### src/sv/smpd_pkg.sv
`timescale 1ns / 1ps

package smpd_pkg;

    // Field widths
    localparam int SAMPLE_W = 10;
    localparam int AGE_W    = 4;
    localparam int IN_W     = 16;
    localparam int OUT_W    = 16;

    localparam logic [SAMPLE_W-1:0] THRESHOLD_RESET = 10'd600;

    // One window entry: value plus age (0 = newest)
    typedef struct packed {
        logic [SAMPLE_W-1:0] val;
        logic [AGE_W-1:0]    age;
    } cell_t;

    // Broadcast control from the top level to every cell
    typedef struct packed {
        logic                accept;
        logic                prime;
        logic [SAMPLE_W-1:0] sample;
        logic [AGE_W-1:0]    age_max;
    } cell_ctl_t;

endpackage

### src/sv/sliding_median_press_detector.sv
`timescale 1ns / 1ps
// The result word is registered as its sample is accepted and appears in the next cycle.
// Throughput: one word per cycle unless the output stalls; the whole row of
// cells drops the oldest entry and inserts the new sample in the same cycle.
// Reset (rst_n low, async): output empty, threshold back to 600, window
// unprimed; the first sample after reset fills every cell.
module sliding_median_press_detector
    import smpd_pkg::*;
#(
    parameter int WINDOW = 5
)
(
    input  logic                clk,
    input  logic                rst_n,
    // tdata: [9:0] sample
    input  logic                s_tvalid,
    output logic                s_tready,
    input  logic [IN_W-1:0]     s_tdata,
    // tdata: [9:0] median, [10] pressed
    output logic                m_tvalid,
    input  logic                m_tready,
    output logic [OUT_W-1:0]    m_tdata,
    // threshold register write
    input  logic                cfg_valid,
    output logic                cfg_ready,
    input  logic [SAMPLE_W-1:0] cfg_data
);

    localparam int MID = WINDOW / 2;

    cell_ctl_t           ctl;
    cell_t               cell_q [WINDOW];
    cell_t               cell_n [WINDOW];
    cell_t               cell_w [WINDOW];
    logic [WINDOW-1:0]   w_ok;
    logic [WINDOW-1:0]   del;
    logic                accept;

    logic                primed_reg;
    logic [SAMPLE_W-1:0] thr_reg;
    logic                out_valid_reg;
    logic [SAMPLE_W-1:0] median_reg;
    logic                pressed_reg;

    assign s_tready = !out_valid_reg || m_tready;
    assign accept   = s_tvalid && s_tready;
    assign cfg_ready = 1'b1;

    assign ctl.accept  = accept;
    assign ctl.prime   = !primed_reg;
    assign ctl.sample  = s_tdata[SAMPLE_W-1:0];
    assign ctl.age_max = AGE_W'(WINDOW - 1);

    // Row of cells, each talking to its left and right neighbors where present
    for (genvar i = 0; i < WINDOW; i++)
    begin : g_cell
        cell_t left_w;
        logic  left_ok;
        cell_t right_c;
        logic  right_ok;
        logic  del_in;

        if (i == 0)
        begin : g_first
            assign left_w  = '0;
            assign left_ok = 1'b0;
            assign del_in  = 1'b0;
        end
        else
        begin : g_inner
            assign left_w  = cell_w[i-1];
            assign left_ok = w_ok[i-1];
            assign del_in  = del[i-1];
        end

        if (i == WINDOW - 1)
        begin : g_last
            assign right_c  = cell_q[i];
            assign right_ok = 1'b0;
        end
        else
        begin : g_mid
            assign right_c  = cell_q[i+1];
            assign right_ok = 1'b1;
        end

        smpd_cell u_cell (
            .clk      (clk),
            .ctl      (ctl),
            .init_age (AGE_W'(i)),
            .left_w   (left_w),
            .left_ok  (left_ok),
            .right_c  (right_c),
            .right_ok (right_ok),
            .del_in   (del_in),
            .cell_q   (cell_q[i]),
            .cell_n   (cell_n[i]),
            .w        (cell_w[i]),
            .w_ok     (w_ok[i]),
            .del_out  (del[i])
        );
    end

    // Control state
    always_ff @(posedge clk or negedge rst_n)
    begin
        if (!rst_n)
        begin
            primed_reg    <= 1'b0;
            thr_reg       <= THRESHOLD_RESET;
            out_valid_reg <= 1'b0;
        end
        else
        begin
            if (accept)
            begin
                primed_reg <= 1'b1;
            end
            if (cfg_valid && cfg_ready)
            begin
                thr_reg <= cfg_data;
            end
            if (accept)
            begin
                out_valid_reg <= 1'b1;
            end
            else if (m_tready)
            begin
                out_valid_reg <= 1'b0;
            end
        end
    end

    // Output word: middle cell after the update, and threshold compare
    always_ff @(posedge clk)
    begin
        if (accept)
        begin
            median_reg  <= cell_n[MID].val;
            pressed_reg <= (cell_n[MID].val < thr_reg);
        end
    end

    assign m_tvalid = out_valid_reg;
    assign m_tdata  = {{(OUT_W - SAMPLE_W - 1){1'b0}}, pressed_reg, median_reg};

endmodule

### src/sv/smpd_cell.sv
`timescale 1ns / 1ps

// One slot of the sorted window. Cells stay in ascending order of value.
// On each word after priming the oldest entry drops out, the cells to
// its right close the gap, and the new sample is inserted in order.
module smpd_cell
    import smpd_pkg::*;
(
    input  logic             clk,
    input  cell_ctl_t        ctl,
    input  logic [AGE_W-1:0] init_age,
    input  cell_t            left_w,
    input  logic             left_ok,
    input  cell_t            right_c,
    input  logic             right_ok,
    input  logic             del_in,
    output cell_t            cell_q,
    output cell_t            cell_n,
    output cell_t            w,
    output logic             w_ok,
    output logic             del_out
);

    cell_t cell_reg;
    cell_t cell_next;
    logic  own_old;

    // Removal of the oldest entry, seen from this slot
    assign own_old = (cell_reg.age == ctl.age_max);
    assign del_out = del_in | own_old;
    assign w       = del_out ? right_c : cell_reg;
    assign w_ok    = right_ok;

    // Ordered insert of the new sample
    always_comb
    begin
        if (ctl.prime)
        begin
            cell_next.val = ctl.sample;
            cell_next.age = init_age;
        end
        else if (w_ok && (w.val <= ctl.sample))
        begin
            cell_next.val = w.val;
            cell_next.age = w.age + AGE_W'(1);
        end
        else if (left_ok && (left_w.val > ctl.sample))
        begin
            cell_next.val = left_w.val;
            cell_next.age = left_w.age + AGE_W'(1);
        end
        else
        begin
            cell_next.val = ctl.sample;
            cell_next.age = '0;
        end
    end

    always_ff @(posedge clk)
    begin
        if (ctl.accept)
        begin
            cell_reg <= cell_next;
        end
    end

    assign cell_q = cell_reg;
    assign cell_n = cell_next;

endmodule

### config.mk
export PLATFORM = sky130hd
export DESIGN_NAME = sliding_median_press_detector
export DESIGN_NICKNAME = d
export VERILOG_FILES = /design/src/sv/smpd_pkg.sv /design/src/sv/sliding_median_press_detector.sv /design/src/sv/smpd_cell.sv
export SDC_FILE = /design/constraint.sdc
export NUM_CORES = 1
export LEC_CHECK = 0
export BUFFER_PORTS_ARGS = -buffer_cell sky130_fd_sc_hd__buf_2
export CAP_MARGIN = 15
export CORE_MARGIN = 2
export CORE_UTILIZATION = 45
export CTS_CLUSTER_SIZE = 24
export DETAILED_ROUTE_END_ITERATION = 8
export GPL_TIMING_DRIVEN = 1
export MAX_ROUTING_LAYER = met4
export PLACE_DENSITY_LB_ADDON = 0.2
export REMOVE_ABC_BUFFERS = 1
export SLEW_MARGIN = 0
export SYNTH_ARGS = -nofsm -noshare
export SYNTH_HDL_FRONTEND = slang
export SYNTH_SLANG_ARGS = --single-unit
### constraint.sdc
create_clock -name clk -period 4.3 [get_ports clk]
set_input_delay 1.075 -clock clk [delete_from_list [all_inputs] [get_ports clk]]
set_output_delay 1.075 -clock clk [all_outputs]
set_load 0.03 [all_outputs]
==> out/qor.yml <==
syn-cell-area_um2: 5830
slew_headroom: 0.432
r2r_slack_ps: -260
synth_edf_count: 71
first_global_vias: 5236
end_kind: "register"
stdcell_count: 917
clk_latency_ps: 350
path_cells: "nor4b_4, buf_6, nor2_4, buf_8, mux2i_2, inv_1, ha_4, nand4_1, a211oi_2, a2111oi_4, nor2_4, buf_12, o21ai_4, buf_6, buf_6, a22oi_2, ha_2, or3_1, o21ai_1, a21oi_1, a31oi_1, nand3b_1, o21ai_1"
cts-htree-levels: 3
reg2reg_depth: 23
dpl.cell_count: 862
cp_max_fo: 7
routabilityCongestion: 0.918
io_pins: 50
power.density_nw_per_um2: 835
swShare: 0.408
total_power_uw: 6610
grt_pass1_wl_um: 26100
path_buf_inv: 6
ir_worst_vdd_v: 0.000471
fillCellCount: 1026
r2r-end: "pressed_reg"
rows: 41
yosys_warnings: 0
fin_crit_ps: 4560
cts_tree: "done"
syn_to_final_growth_pct: 35.8
via_per_inst: 5.70
tightestPinTransition_ps: 852
routed_wl_um: 16800
hold_slack_ps: 516
pwr-share-clk: 0.115
intPower_uw: 3910
critPathRequiredTime_ps: 4510
detail_route.iter0.violations: 348
drc_errors: 0
vias: 5231
cp_top_family: "compound AO/OA/AOI/OAI gates"
min_from: "thr_reg[0]"
worst_slack_ps: -262
critPathKind: "register to register"
worstHoldPathType: "register to register"
core-area_um2: 12600
max_stage_delay_ps: 460
finalHoldViolCount: 0
wl_per_cell_um: 18.4
finalCritPeriodShare: 1.06
cpMaxStageDelayCell: "a2111oi_4"
synth_ff_type: "edfxtp_1"
gr-usage-all-layers: 0.248
crit_top_cell: "buf_6"
ys_ff_latch: 83
num-nets-final: 825
holdPathStages: 1
start_kind: "register"
synthCells: 592
antenna_found_initial: 0
start_util: 0.462
setup_viol: 1
cp_data_arrival_time_ps: 4770
cts_max_path_buffers: 2
cts_sinks: 83
p_leak_uw: 0.00332
fmax_mhz: 219
rsz0062_at_grt: "true"
slew_violations: 0
startpoint: "g_cell[0].u_cell.cell_q[0]"
die_w_um: 118
yosysUniqueCellTypes: 58
ys_async_sr_fraction: 0.145
dieArea_um2: 13900
ant_nets: 0
seqPwrFrac: 0.229
whs_endpoint: "thr_reg[0]"
die_h_um: 118
outcome: "finished with violations"
antennaDiodeCount: 0
combPwrFrac: 0.656
grt_max_degree: 39
grt_overflow_total: 0
cap_violations: 0
drive_gt1_frac: 0.395
root_buffer: "clkbuf_16"
cts_buffers: 9
largest_register_ffs: 70
yosysSeqAreaShare: 0.418
reg2reg_from: "g_cell[0].u_cell.cell_q[0]"
dp_hpwl_um: 11600
postSynthAreaPerCell_um2: 9.85
holdBufCountCts: 0
clkSlewWorstSetupHoldPaths_ps: 60
p_switching_uw: 2690
firstDrtPassIters: 5
failed_checks: "setup timing"
portBuffers: 37
finClkSkew_ps: 6.50
-- cells in the mapped netlist (all sizes together), types with 3 or more instances --
library cell	instances	share of area
xor2	5	0.0075
o22ai	10	0.011
nand3b	4	0.0052
ha	53	0.11
nand2	39	0.025
a21oi	44	0.038
o211ai	3	0.0039
clkbuf	18	0.012
dfrtp	8	0.034
mux2	32	0.062
a21o	6	0.0077
nand2b	7	0.0075
inv	39	0.025
mux2i	16	0.027
o21ai	50	0.043
o31ai	3	0.0047
buf	24	0.029
nor4b	4	0.0097
edfxtp	71	0.37
a22oi	9	0.012
dfstp	4	0.018
a211oi	5	0.0064
nor2	56	0.037
nand3	24	0.021
a31oi	11	0.013
nor3	7	0.0060
nand4	9	0.0097
-- routing by layer --
metal | GRT usage | share of wire | vias up
met2 | 0.409 | 0.49 | 198
met5 | - | 0 | -
met1 | 0.305 | 0.42 | 2511
met4 | 0.0904 | 0.030 | 0
met3 | 0.0455 | 0.055 | 40
li1 | - | - | 2482
-- cell type report --
class                   instances  area (um^2)  share of cell area
well taps                     172          215              0.0272
clock buffers                  10          229              0.0289
flip-flops and latches         83         2440               0.308
repair buffers                174         1340               0.169
clock inverters                 5         53.8             0.00680
inverters                      40          150              0.0190
multi-input cells             433         3490               0.441
-- kinds of logic after synthesis --
logic type               synth area share
XOR/XNOR                           0.0105
buffers and inverters              0.0668
other                             0.00129
AND/OR/NAND/NOR                     0.131
flip-flops                          0.418
AO/OA/AOI/OAI                       0.169
multiplexers                       0.0899
adder cells (fa/ha/maj)             0.114
-- metrics by stage --
step                       util  setup WS [ps]  area (um^2)  TNS (ps)
after detailed placement  0.538           -768         6790      -823
after global placement    0.538           -696         6790      -696
after floorplan               -          -1630         5610    -17140
after CTS                 0.604           -129         7620      -373
final                     0.627           -262         7920      -262
after global routing      0.627           -431         7920      -437
-- worst max path at each step --
stage / end / slack, ps / cells after the start
floorplan: pressed_reg / -1630 / 18
detailed placement: pressed_reg / -770 / 22
global placement: pressed_reg / -700 / 22
finish: pressed_reg / -260 / 23
global route: pressed_reg / -430 / 23
CTS: pressed_reg / -130 / 23
-- layout by cell type (no fill, tap or decap), types with 9 or more instances in the layout --
cell	Yosys	layout
ha_1	53	40
mux2_2	31	27
a31oi_1	10	10
inv_1	39	37
buf_2	5	37
nand2_1	39	38
ha_4	0	11
o21ai_0	48	40
o22ai_1	10	10
nor2_1	55	52
nand3_1	24	22
a21oi_1	44	39
clkbuf_16	0	10
nand4_1	9	9
buf_4	18	121
edfxtp_1	71	71
-- timing repair --
| action | in CTS | in global routing |
|---|---|---|
| cloned | 3 | 1 |
| pin swaps | 31 | 25 |
| setup buffers | 27 | 12 |
| setup endpoints to repair | 8 | 47 |
| resized for setup | 72 | 30 |
-- power by group through the flow --
stage | Sequential (uW) | Clock (uW) | Combinational [uW]
floorplan | 1550 | 0 | 2030
global placement | 1490 | 0 | 3330
finish | 1510 | 762 | 4330
CTS | 1500 | 776 | 3960
global route | 1540 | 808 | 4700
detailed placement | 1500 | 0 | 3430
(Power assumes the default switching activity.)
